## src/rtl/core/kmd_pkg.sv

```systemverilog
// Shared types and constants for the keypad majority debouncer.
// Used by the sample cells, the vote unit, the top level and the checker.
// Depends on nothing.
package kmd_pkg;

    localparam int KEY_COUNT            = 4;
    localparam int PIN_W                = 5;
    localparam int PIN_WORD_W           = 32;
    localparam int CFG_INDEX_W          = 3;
    localparam int CFG_DATA_W           = 5;
    localparam int DEFAULT_SAMPLE_DEPTH = 8;

    typedef enum logic [1:0] {
        OP_SAMPLE = 2'd0,
        OP_LATCH  = 2'd1,
        OP_QUERY  = 2'd2
    } op_t;

    localparam logic [CFG_INDEX_W-1:0] REG_KEY_MASK   = 3'd0;
    localparam logic [CFG_INDEX_W-1:0] REG_PIN_CANCEL = 3'd1;
    localparam logic [CFG_INDEX_W-1:0] REG_PIN_OK     = 3'd2;
    localparam logic [CFG_INDEX_W-1:0] REG_PIN_NORTH  = 3'd3;
    localparam logic [CFG_INDEX_W-1:0] REG_PIN_SOUTH  = 3'd4;

    // Control from the sequencer to the vote unit.
    typedef struct packed {
        logic clear;
        logic run;
    } vote_ctrl_t;

endpackage

```

## src/rtl/core/keypad_majority_debouncer.sv

```systemverilog
// Top level of the four-key majority-vote debouncer.
// Depends on kmd_pkg, kmd_cell and kmd_vote.
//
// A sample or query transfer yields its result in the cycle after it is
// accepted. A latch transfer first rotates the chain of sample cells one
// cell per cycle past the per-key vote counters (state S_LATCH), then
// applies the decision and registers the result (state S_VOTE), so the
// next transfer can follow once the block is back in S_IDLE. The input
// side takes a new transfer only when the block is between items and the
// output register is empty or being emptied. Configuration writes land at
// once and are meant for idle periods.
module keypad_majority_debouncer #(
    parameter int SAMPLE_DEPTH = kmd_pkg::DEFAULT_SAMPLE_DEPTH
)
(
    input  logic                                 clk,
    input  logic                                 rst_n,
    input  logic                                 cfg_we,
    input  logic [kmd_pkg::CFG_INDEX_W-1:0]      cfg_index,
    input  logic [kmd_pkg::CFG_DATA_W-1:0]       cfg_data,
    input  logic                                 in_valid,
    output logic                                 in_ready,
    input  logic [1:0]                           operation,
    input  logic [kmd_pkg::PIN_WORD_W-1:0]       pin_word,
    input  logic [kmd_pkg::KEY_COUNT-1:0]        query_keys,
    output logic                                 out_valid,
    input  logic                                 out_ready,
    output logic [kmd_pkg::KEY_COUNT-1:0]        keys_now,
    output logic [kmd_pkg::KEY_COUNT-1:0]        keys_changed,
    output logic                                 all_down
);

    localparam int KC    = kmd_pkg::KEY_COUNT;
    localparam int CNT_W = $clog2(SAMPLE_DEPTH + 1);
    localparam logic [CNT_W-1:0] DEPTH_CNT = CNT_W'(SAMPLE_DEPTH);

    typedef enum logic [2:0] {
        S_IDLE  = 3'b001,
        S_LATCH = 3'b010,
        S_VOTE  = 3'b100
    } state_t;

    typedef struct packed {
        logic [KC-1:0] now;
        logic [KC-1:0] changed;
        logic          down;
    } result_t;

    function automatic result_t make_result(
        input logic [KC-1:0] latched,
        input logic [KC-1:0] previous,
        input logic [KC-1:0] query,
        input logic [KC-1:0] mask
    );
        result_t       r;
        logic [KC-1:0] q;
        q         = query & mask;
        r.now     = latched & mask;
        r.changed = (previous ^ latched) & q;
        r.down    = ((latched & q) == q);
        return r;
    endfunction

    state_t                   state_reg, state_next;
    logic [KC-1:0]            key_mask_reg;
    logic [kmd_pkg::PIN_W-1:0] pin_reg [KC];
    logic [CNT_W-1:0]         count_reg, count_next;
    logic [KC-1:0]            latched_reg, latched_next;
    logic [KC-1:0]            previous_reg, previous_next;
    logic                     out_valid_reg, out_valid_next;
    logic [KC-1:0]            query_reg;
    result_t                  result_reg;

    logic                     in_accept;
    logic                     load_result;
    logic                     shift_en;
    logic                     rotate;
    logic [KC-1:0]            sample_bits;
    logic [KC-1:0]            chain_head;
    logic [KC-1:0]            cell_q [SAMPLE_DEPTH];
    kmd_pkg::vote_ctrl_t      vote_ctrl;
    logic                     vote_last;
    logic [KC-1:0]            vote_keys;
    result_t                  result;

    assign in_ready  = (state_reg == S_IDLE) && (!out_valid_reg || out_ready);
    assign in_accept = in_valid && in_ready;

    // Pins are active low, so a key is down when its pin reads zero.
    always_comb
    begin
        for (int k = 0; k < KC; k++)
        begin
            sample_bits[k] = ~pin_word[pin_reg[k]];
        end
    end

    assign chain_head = rotate ? cell_q[SAMPLE_DEPTH-1] : sample_bits;

    for (genvar j = 0; j < SAMPLE_DEPTH; j++)
    begin : g_cell
        if (j == 0)
        begin : g_head
            kmd_cell u_cell (
                .clk      (clk),
                .shift_en (shift_en),
                .d        (chain_head),
                .q        (cell_q[j])
            );
        end
        else
        begin : g_body
            kmd_cell u_cell (
                .clk      (clk),
                .shift_en (shift_en),
                .d        (cell_q[j-1]),
                .q        (cell_q[j])
            );
        end
    end

    kmd_vote #(
        .SAMPLE_DEPTH (SAMPLE_DEPTH)
    ) u_vote (
        .clk          (clk),
        .rst_n        (rst_n),
        .ctrl         (vote_ctrl),
        .tail         (cell_q[SAMPLE_DEPTH-1]),
        .sample_count (count_reg),
        .last         (vote_last),
        .keys         (vote_keys)
    );

    always_comb
    begin
        if (state_reg == S_VOTE)
        begin
            result = make_result(vote_keys, latched_reg, query_reg, key_mask_reg);
        end
        else
        begin
            result = make_result(latched_reg, previous_reg, query_keys, key_mask_reg);
        end
    end

    always_comb
    begin
        state_next     = state_reg;
        count_next     = count_reg;
        latched_next   = latched_reg;
        previous_next  = previous_reg;
        load_result    = 1'b0;
        shift_en       = 1'b0;
        rotate         = 1'b0;
        vote_ctrl      = '0;
        case (state_reg)
            S_IDLE:
            begin
                if (in_accept)
                begin
                    case (operation)
                        kmd_pkg::OP_SAMPLE:
                        begin
                            shift_en    = 1'b1;
                            load_result = 1'b1;
                            if (count_reg != DEPTH_CNT)
                            begin
                                count_next = CNT_W'(count_reg + 1'b1);
                            end
                        end
                        kmd_pkg::OP_LATCH:
                        begin
                            vote_ctrl.clear = 1'b1;
                            state_next      = S_LATCH;
                        end
                        default:
                        begin
                            load_result = 1'b1;
                        end
                    endcase
                end
            end
            S_LATCH:
            begin
                vote_ctrl.run = 1'b1;
                shift_en      = 1'b1;
                rotate        = 1'b1;
                if (vote_last)
                begin
                    state_next = S_VOTE;
                end
            end
            S_VOTE:
            begin
                latched_next  = vote_keys;
                previous_next = latched_reg;
                count_next    = '0;
                load_result   = 1'b1;
                state_next    = S_IDLE;
            end
            default:
            begin
                state_next = S_IDLE;
            end
        endcase
        out_valid_next = load_result || (out_valid_reg && !out_ready);
    end

    always_ff @(posedge clk or negedge rst_n)
    begin
        if (!rst_n)
        begin
            state_reg     <= S_IDLE;
            key_mask_reg  <= 4'hF;
            pin_reg[0]    <= 5'd0;
            pin_reg[1]    <= 5'd1;
            pin_reg[2]    <= 5'd2;
            pin_reg[3]    <= 5'd3;
            count_reg     <= '0;
            latched_reg   <= '0;
            previous_reg  <= '0;
            out_valid_reg <= 1'b0;
        end
        else
        begin
            if (cfg_we)
            begin
                case (cfg_index)
                    kmd_pkg::REG_KEY_MASK:   key_mask_reg <= cfg_data[KC-1:0];
                    kmd_pkg::REG_PIN_CANCEL: pin_reg[0]   <= cfg_data;
                    kmd_pkg::REG_PIN_OK:     pin_reg[1]   <= cfg_data;
                    kmd_pkg::REG_PIN_NORTH:  pin_reg[2]   <= cfg_data;
                    kmd_pkg::REG_PIN_SOUTH:  pin_reg[3]   <= cfg_data;
                    default:
                    begin
                    end
                endcase
            end
            state_reg     <= state_next;
            count_reg     <= count_next;
            latched_reg   <= latched_next;
            previous_reg  <= previous_next;
            out_valid_reg <= out_valid_next;
        end
    end

    always_ff @(posedge clk)
    begin
        if (in_accept)
        begin
            query_reg <= query_keys;
        end
        if (load_result)
        begin
            result_reg <= result;
        end
    end

    assign out_valid    = out_valid_reg;
    assign keys_now     = result_reg.now;
    assign keys_changed = result_reg.changed;
    assign all_down     = result_reg.down;

endmodule

```

## src/rtl/core/kmd_cell.sv

```systemverilog
// One storage cell of the sample chain: holds one key vector.
// Loads from its left neighbor whenever the chain shifts.
// Depends on kmd_pkg.
module kmd_cell
(
    input  logic                            clk,
    input  logic                            shift_en,
    input  logic [kmd_pkg::KEY_COUNT-1:0]   d,
    output logic [kmd_pkg::KEY_COUNT-1:0]   q
);

    logic [kmd_pkg::KEY_COUNT-1:0] sample_reg;
    logic [kmd_pkg::KEY_COUNT-1:0] sample_next;

    always_comb
    begin
        sample_next = shift_en ? d : sample_reg;
    end

    always_ff @(posedge clk)
    begin
        sample_reg <= sample_next;
    end

    assign q = sample_reg;

endmodule

```

## src/rtl/core/kmd_vote.sv

```systemverilog
// Vote unit: counts ones per key at the tail of the rotating sample chain
// and forms the majority decision. Depends on kmd_pkg.
module kmd_vote #(
    parameter int SAMPLE_DEPTH = kmd_pkg::DEFAULT_SAMPLE_DEPTH
)
(
    input  logic                                     clk,
    input  logic                                     rst_n,
    input  kmd_pkg::vote_ctrl_t                      ctrl,
    input  logic [kmd_pkg::KEY_COUNT-1:0]            tail,
    input  logic [$clog2(SAMPLE_DEPTH+1)-1:0]        sample_count,
    output logic                                     last,
    output logic [kmd_pkg::KEY_COUNT-1:0]            keys
);

    localparam int CNT_W = $clog2(SAMPLE_DEPTH + 1);
    localparam logic [CNT_W-1:0] LAST_STEP = CNT_W'(SAMPLE_DEPTH - 1);
    localparam logic [CNT_W:0]   DEPTH_EXT = (CNT_W + 1)'(SAMPLE_DEPTH);

    logic [CNT_W-1:0] step_reg;
    logic [CNT_W-1:0] step_next;
    logic [CNT_W-1:0] ones_reg  [kmd_pkg::KEY_COUNT];
    logic [CNT_W-1:0] ones_next [kmd_pkg::KEY_COUNT];
    logic             tail_valid;

    // At step i the tail holds the cell that sat i places from the end.
    // Only the newest sample_count cells were written since the last latch.
    assign tail_valid = ({1'b0, step_reg} + {1'b0, sample_count}) >= DEPTH_EXT;
    assign last       = (step_reg == LAST_STEP);

    always_comb
    begin
        step_next = step_reg;
        for (int k = 0; k < kmd_pkg::KEY_COUNT; k++)
        begin
            ones_next[k] = ones_reg[k];
        end
        if (ctrl.clear)
        begin
            step_next = '0;
            for (int k = 0; k < kmd_pkg::KEY_COUNT; k++)
            begin
                ones_next[k] = '0;
            end
        end
        else if (ctrl.run)
        begin
            step_next = CNT_W'(step_reg + 1'b1);
            for (int k = 0; k < kmd_pkg::KEY_COUNT; k++)
            begin
                ones_next[k] = CNT_W'(ones_reg[k] + {{(CNT_W-1){1'b0}},
                                                     (tail_valid & tail[k])});
            end
        end
    end

    always_ff @(posedge clk or negedge rst_n)
    begin
        if (!rst_n)
        begin
            step_reg <= '0;
            for (int k = 0; k < kmd_pkg::KEY_COUNT; k++)
            begin
                ones_reg[k] <= '0;
            end
        end
        else
        begin
            step_reg <= step_next;
            for (int k = 0; k < kmd_pkg::KEY_COUNT; k++)
            begin
                ones_reg[k] <= ones_next[k];
            end
        end
    end

    always_comb
    begin
        for (int k = 0; k < kmd_pkg::KEY_COUNT; k++)
        begin
            keys[k] = {ones_reg[k], 1'b0} > {1'b0, sample_count};
        end
    end

endmodule

```

## config.mk

```make
export PLATFORM = sky130hd
export DESIGN_NAME = keypad_majority_debouncer
export DESIGN_NICKNAME = d
export VERILOG_FILES = /design/src/rtl/core/kmd_pkg.sv /design/src/rtl/core/keypad_majority_debouncer.sv /design/src/rtl/core/kmd_cell.sv /design/src/rtl/core/kmd_vote.sv
export SDC_FILE = /design/constraint.sdc
export NUM_CORES = 1
export LEC_CHECK = 0
export BUFFER_PORTS_ARGS = -buffer_cell sky130_fd_sc_hd__buf_4
export CORE_UTILIZATION = 45
export DETAILED_ROUTE_END_ITERATION = 7
export HOLD_SLACK_MARGIN = 0.03
export PLACE_DENSITY = 0.71
export SLEW_MARGIN = 10
export SYNTH_ARGS = -nofsm -noshare
export SYNTH_HDL_FRONTEND = slang
export SYNTH_SLANG_ARGS = --single-unit
```

## constraint.sdc

```tcl
create_clock -name clk -period 3.5 [get_ports clk]
set_input_delay 0.175 -clock clk [delete_from_list [all_inputs] [get_ports clk]]
set_output_delay 0.175 -clock clk [all_outputs]
set_load 0.05 [all_outputs]
```

Word-level counts from Yosys, hierarchy flattened --
Cells that the tools add are included.
Cells by class: magnitude comparators 9, equal/unequal tests 17, bitwise logic cells 18, add/subtract/negate cells 7, mux-type cells 32, reductions and logical operators 18
Operator list (number):
- AND 4 bit | 8
- two-way mux 16 bit | 2
- < comparator 5 x 6 -> 1 bit, second input constant | 4
- two-way mux 4 bit | 6
- binary-select mux 1 bit (select 5 bit) | 4
- greater-than comparator 5 x 4 -> 1 bit | 4
- adder 4 x 1 -> 4 bit | 4
- two-way mux 1 bit | 12
- AND reduction 2 bit | 5
- equality test 3 x 2 -> 1 bit, second input constant | 3
- two-way mux 3 bit | 3
- two-way mux 9 bit | 1
- adder 4 x 1 -> 4 bit, second input constant | 2
- equality test 4 bit | 2
- inequality test 2 x 1 -> 1 bit, second input constant | 4
- one-hot mux 4 bit (2 select lines) | 1
- bitwise XOR 4 bit | 2
- equality test 3 x 1 -> 1 bit, second input constant | 2
- equality test 3 bit, second input constant | 2
- one-hot mux 3 bit (2 select lines) | 1
- adder 4 x 4 -> 5 bit | 1
- greater-or-equal comparator 5 x 4 -> 1 bit, second input constant | 1
- AND 1 bit | 4
- equality test 4 x 3 -> 1 bit, second input constant | 1
- other kinds (13) | 22
Word-level totals: register bits after elaboration 105, output and inout bits 11, logic and storage cells 128, bits of input ports 51

Depth between registers and ports, before layout --
depth after elaboration 7, gate-level depth with buffers 12, depth with buffers taken out 12

Hierarchy --
From an unflattened synthesis, not the netlist that was laid out.
Unflattened totals: cell total of the unflattened synthesis 519, area total of the unflattened synthesis 5965.7 um^2
Modules (own cells, without submodules):
- keypad_majority_debouncer | seq. area each 1402.6 um^2, times used 1, cells each 351, area each 3624.7 um^2
- kmd_vote | seq. area each 500.5 um^2, times used 1, cells each 136, area each 1380.1 um^2
- kmd_cell | seq. area each 120.1 um^2, times used 8, cells each 4, area each 120.1 um^2

Worst setup path before layout --
OpenSTA, ideal clock, no wires.
kind register to register, start register state_reg[0], end register result_reg, in the netlist all_down (enable), period minus slack after synthesis 2471 ps, slack 1029 ps, arrival 2082 ps, buffers on the path 0, data required time 3111 ps, cell stages (with the launch flop) 5, path through dfstp_2 -> nor3b_1 -> and2_1 -> nand2_1 -> o21ai_0
Between the ends: longest elaborated chain between the ends 5, elaborated cells on any way between the ends 6
Ends and longest elaborated chain:
- start, declared | line keypad_majority_debouncer.sv:64 | state_t state_reg, state_next;
- start signal, assigned | line keypad_majority_debouncer.sv:239 | state_reg <= state_next;
- equality test 3 x 1 -> 1 bit | line keypad_majority_debouncer.sv:86 | assign in_ready = (state_reg == S_IDLE) && (!out_valid_reg || out_ready);
- logical AND 1 bit | line keypad_majority_debouncer.sv:86
- via in_ready | line keypad_majority_debouncer.sv:22 | output logic in_ready,
- logical AND 1 bit | line keypad_majority_debouncer.sv:87 | assign in_accept = in_valid && in_ready;
- two-way mux 1 bit | line keypad_majority_debouncer.sv:159 | if (in_accept)
- one-hot mux 1 bit (2 select lines) | line keypad_majority_debouncer.sv:156 | case (state_reg)
- via load_result | line keypad_majority_debouncer.sv:75 | logic load_result;
- end signal, assigned | line keypad_majority_debouncer.sv:255 | result_reg <= result;
- end, declared | line keypad_majority_debouncer.sv:72 | result_t result_reg;
The timed path passes the listed nets, and every way through them passes these cells. A chain may end at the register's enable or synchronous reset.

Worst setup path after layout --
start register u_vote.step_reg[1], end register u_vote.ones_reg[2] (netlist name)
Between the ends: longest elaborated chain between the ends 6
Ends and longest elaborated chain:
- start, declared | line kmd_vote.sv:20 | logic [CNT_W-1:0] step_reg;
- start signal, assigned | line kmd_vote.sv:69 | step_reg <= step_next;
- adder 4 x 4 -> 5 bit | line kmd_vote.sv:28 | assign tail_valid = ({1'b0, step_reg} + {1'b0, sample_count}) >= DEPTH_EXT;
- greater-or-equal comparator 5 x 4 -> 1 bit | line kmd_vote.sv:28
- AND 1 bit | line kmd_vote.sv:52 | (tail_valid & tail[k])});
- adder 4 x 1 -> 4 bit | line kmd_vote.sv:51 | ones_next[k] = CNT_W'(ones_reg[k] + {{(CNT_W-1){1'b0}},
- two-way mux 16 bit | line kmd_vote.sv:46 | else if (ctrl.run)
- two-way mux 16 bit | line kmd_vote.sv:38 | if (ctrl.clear)
- end signal, assigned by index | line kmd_vote.sv:72 | ones_reg[k] <= ones_next[k];
- end, declared | line kmd_vote.sv:22 | logic [CNT_W-1:0] ones_reg [kmd_pkg::KEY_COUNT];
No other way between the ends. The select of a mux whose other input is x is not followed.

==> results.md <==
- Final core occ: 53.8%
- Post-route insts no fill: 760
- CTS tree: yes
- WP data arrival: 2.42 ns
- # rows: 41
- Clock Latency Late Sink: 0.35 ns
- Critical-path top delay cell: dfrtp_1
- Slew Limit Fails: 0
- Grt ovf: 0
- Pin count of the biggest net entering global routing: 61
- Tcrit/Tclk final: 63.0%
- Main combinational cell family by area after synthesis: multiplexers
- Area growth syn-to-layout: 15.2%
- Largest area contributor in the netlist: edfxtp_1
- Syn_area_per_cell: 11.4 um^2
- Post-route antenna net violation count: 0
- Die area: 13700 um^2
- Post-synth cell types: 52
- Most common cell in the netlist: nand2_1
- CP peak stage delay: 0.42 ns
- IO Pins: 62
- Port Buf Inserts: 61
- Worst r2r src: u_vote.step_reg[1]$_DFFE_PN0P_
- Maximum capacitance violations: 0
- Post-synthesis mux area share: 15.9%
- Setup violations, final: 0
- Top post-synthesis cells by area: edfxtp_1 (23%), dfrtp_1 (22%), mux2i_1 (11%), ha_1 (5.7%), mux2_2 (4.7%)
- Startpoint types: flip-flop
- Crit path launch: u_vote.step_reg[1]$_DFFE_PN0P_
- H-tree Lvls: 3
- Pwr dens: 602 nW/um^2
- Post-synth EDFFs: 45
- Yosys top cell area share: 22.8%
- Critical path's most frequent cell: ha_1
- Pleak: 2.99 nW
- Compound-Gate Fraction of Synth Area: 9.99%
- Residual DRC: 0
- WS Path Type: reg -> reg
- WP buf/inv: 0
- Post-Route WL: 12800 um
- Rel. slew slack: 34.1%
- Initial Util: 46.6%
- Worst-Margin Slew: 0.989 ns
- Clk buf depth: 2
- Top cells by count, synth: nand2_1 (72), mux2i_1 (66), dfrtp_1 (51), edfxtp_1 (45), ha_1 (27)
- Gr usage total: 20.7%
- Clock-pin slew on the worst setup and hold paths: 0.06 ns
- Die X: 117 um
- Worst-path cell chain: ha_1 > a21oi_1 > nor2b_1 > mux2i_1 > nand2_1 > and2_1 > ha_1 > ha_1 > nand2_1 > xor2_1 > nor2_1
- CP endpoint kind: flip-flop
- Top_reg_cell synth: dfrtp_1
- Hold Path Class: in -> reg
- # diodes: 0
- Max reg flops: 28
- Core Box Area: 12700 um^2
- Seq/Total Area, Yosys: 48.3%
- Post-Synth Simple-Gate Area: 14.6%
- Initial DRC count: 221
- CP top delay family: adder cells
- Cells after DPL: 739
- DIE HEIGHT: 117 um
- Adder-Cell Fraction of Synth Area: 6.03%
- Clock Skew: 0.00943 ns
- Maximum vdd drop: 233 uV
- Mapped Area: 5930 um^2
- Critical path fanouts, max: 5
- DP HPWL: 9660 um
- Final total negative setup slack: 0 ns
- Via count of the routed design: 4309
- Fmax: 0.454 GHz
- Syn Inst Count: 522
- RSZ-0062 raised after global routing: false
- Outcome: complete, no violations
- Async set-or-reset flop fraction in the synthesized netlist: 57.1%
- RePlAce Congestion: 0.868
- Clock sink count: 105
- Final Hold Fails: 0
- CP required: 3.72 ns
- # nets final: 662
- Initial antenna violation count: 0
- Post-synthesis xor/xnor area fraction: 2.07%
- Routed length per instance: 16.8 um
- Initial DRT Pass Iterations: 4
- Mapped Nets: 601
- First-pass GRT wire length: 21100 um
- Number of global-route vias before repair: 4240
- Yosys reg bits: 105
- Final worst path period need: 2.20 ns
- Yosys warns: 0
- DR vias/cell: 5.67
- Total CTS buffers: 9
- Hold path startpoint: cfg_data[3]
- CTS root buf: clkbuf_16
- Final Power: 0.00411 W
- Share of layout cells above drive strength 1: 19.9%
[final timing paths]
| path | end | cells after the start | slack, ns |
|---|---|---|---|
| hold reg to reg | g_cell[7].g_body.u_cell.q[1]$_DFFE_PP_ | 0 | 0.42 |
| hold / removal | pin_reg[13]$_DFFE_PN0P_ | 2 | 0.10 |
| setup / recovery | u_vote.ones_reg[2]$_DFFE_PN0P_ | 11 | 1.30 |
| setup reg to reg | u_vote.ones_reg[2]$_DFFE_PN0P_ | 11 | 1.30 |
| min in group asynchronous | latched_reg[1]$_DFFE_PN0N_ | 2 | 0.42 |
| max in group asynchronous | pin_reg[14]$_DFFE_PN0P_ | 2 | 2.55 |
[final cells by class]
class                      instances  area [um^2]
clock buffer                      13          282
clock inverter                     3         45.0
fill                            1140         5880
inverter                           7         26.3
multi-input combinational        392         2880
sequential                       105         2860
tap                              172          215
timing repair buffer              68          523
[power breakdown]
part / switching [W] / total (W) / internal, W / leakage [nW]
sequential: 0.000299 / 0.00184 / 0.00154 / 1.18
clock: 0.000433 / 0.00107 / 0.000639 / 0.162
combinational: 0.000643 / 0.00120 / 0.000557 / 1.65
total: 0.00138 / 0.00411 / 0.00274 / 2.99
[stage by stage]
step | worst slack, ns | hold WS, ns | area (um^2)
2_1_floorplan | 1.03 | -0.121 | 5930
3_3_place_gp | 1.34 | 0.290 | 6460
3_5_place_dp | 1.30 | 0.301 | 6460
4_1_cts | 1.28 | 0.0893 | 6840
5_1_grt | 1.11 | 0.0982 | 6840
6_report | 1.30 | 0.102 | 6840
[placed cells by master, fill, tap and decap left out, types with 9 or more instances in the layout]
master,netlist,routed
a21o_1,9,9
mux2_2,25,25
clkbuf_16,0,10
a21oi_1,21,21
nand2_1,72,72
a22oi_1,15,15
buf_4,3,63
nand3_1,14,14
xor2_1,10,10
nand4_1,13,13
ha_1,27,27
and2_1,11,11
dfrtp_1,51,51
nor2_1,25,25
mux2i_1,66,66
edfxtp_1,45,45
o21ai_0,9,9
dfstp_2,9,9
[cell families after synthesis]
kind of cell | after synthesis
AO/OA/AOI/OAI | 84
XOR/XNOR | 14
adder cells (fa/ha/maj) | 28
buffers and inverters | 25
flip-flops | 105
multiplexers | 91
AND/OR/NAND/NOR | 175
[metal layers]
metal / track usage, % / vias up / routed length, um
met4: 9.87 / 0 / 418
li1: - / 2056 / -
met3: 3.86 / 28 / 507
met5: 0 / - / 0
met2: 33.9 / 132 / 6170
met1: 26.6 / 2093 / 5690
[what timing repair did]
item,4_1_cts,5_1_grt
buffers inserted,0,0
resized for setup,0,0
hold endpoints to repair,55,0
hold buffers,5,0
Note: power is estimated with default switching activity, not from simulation.
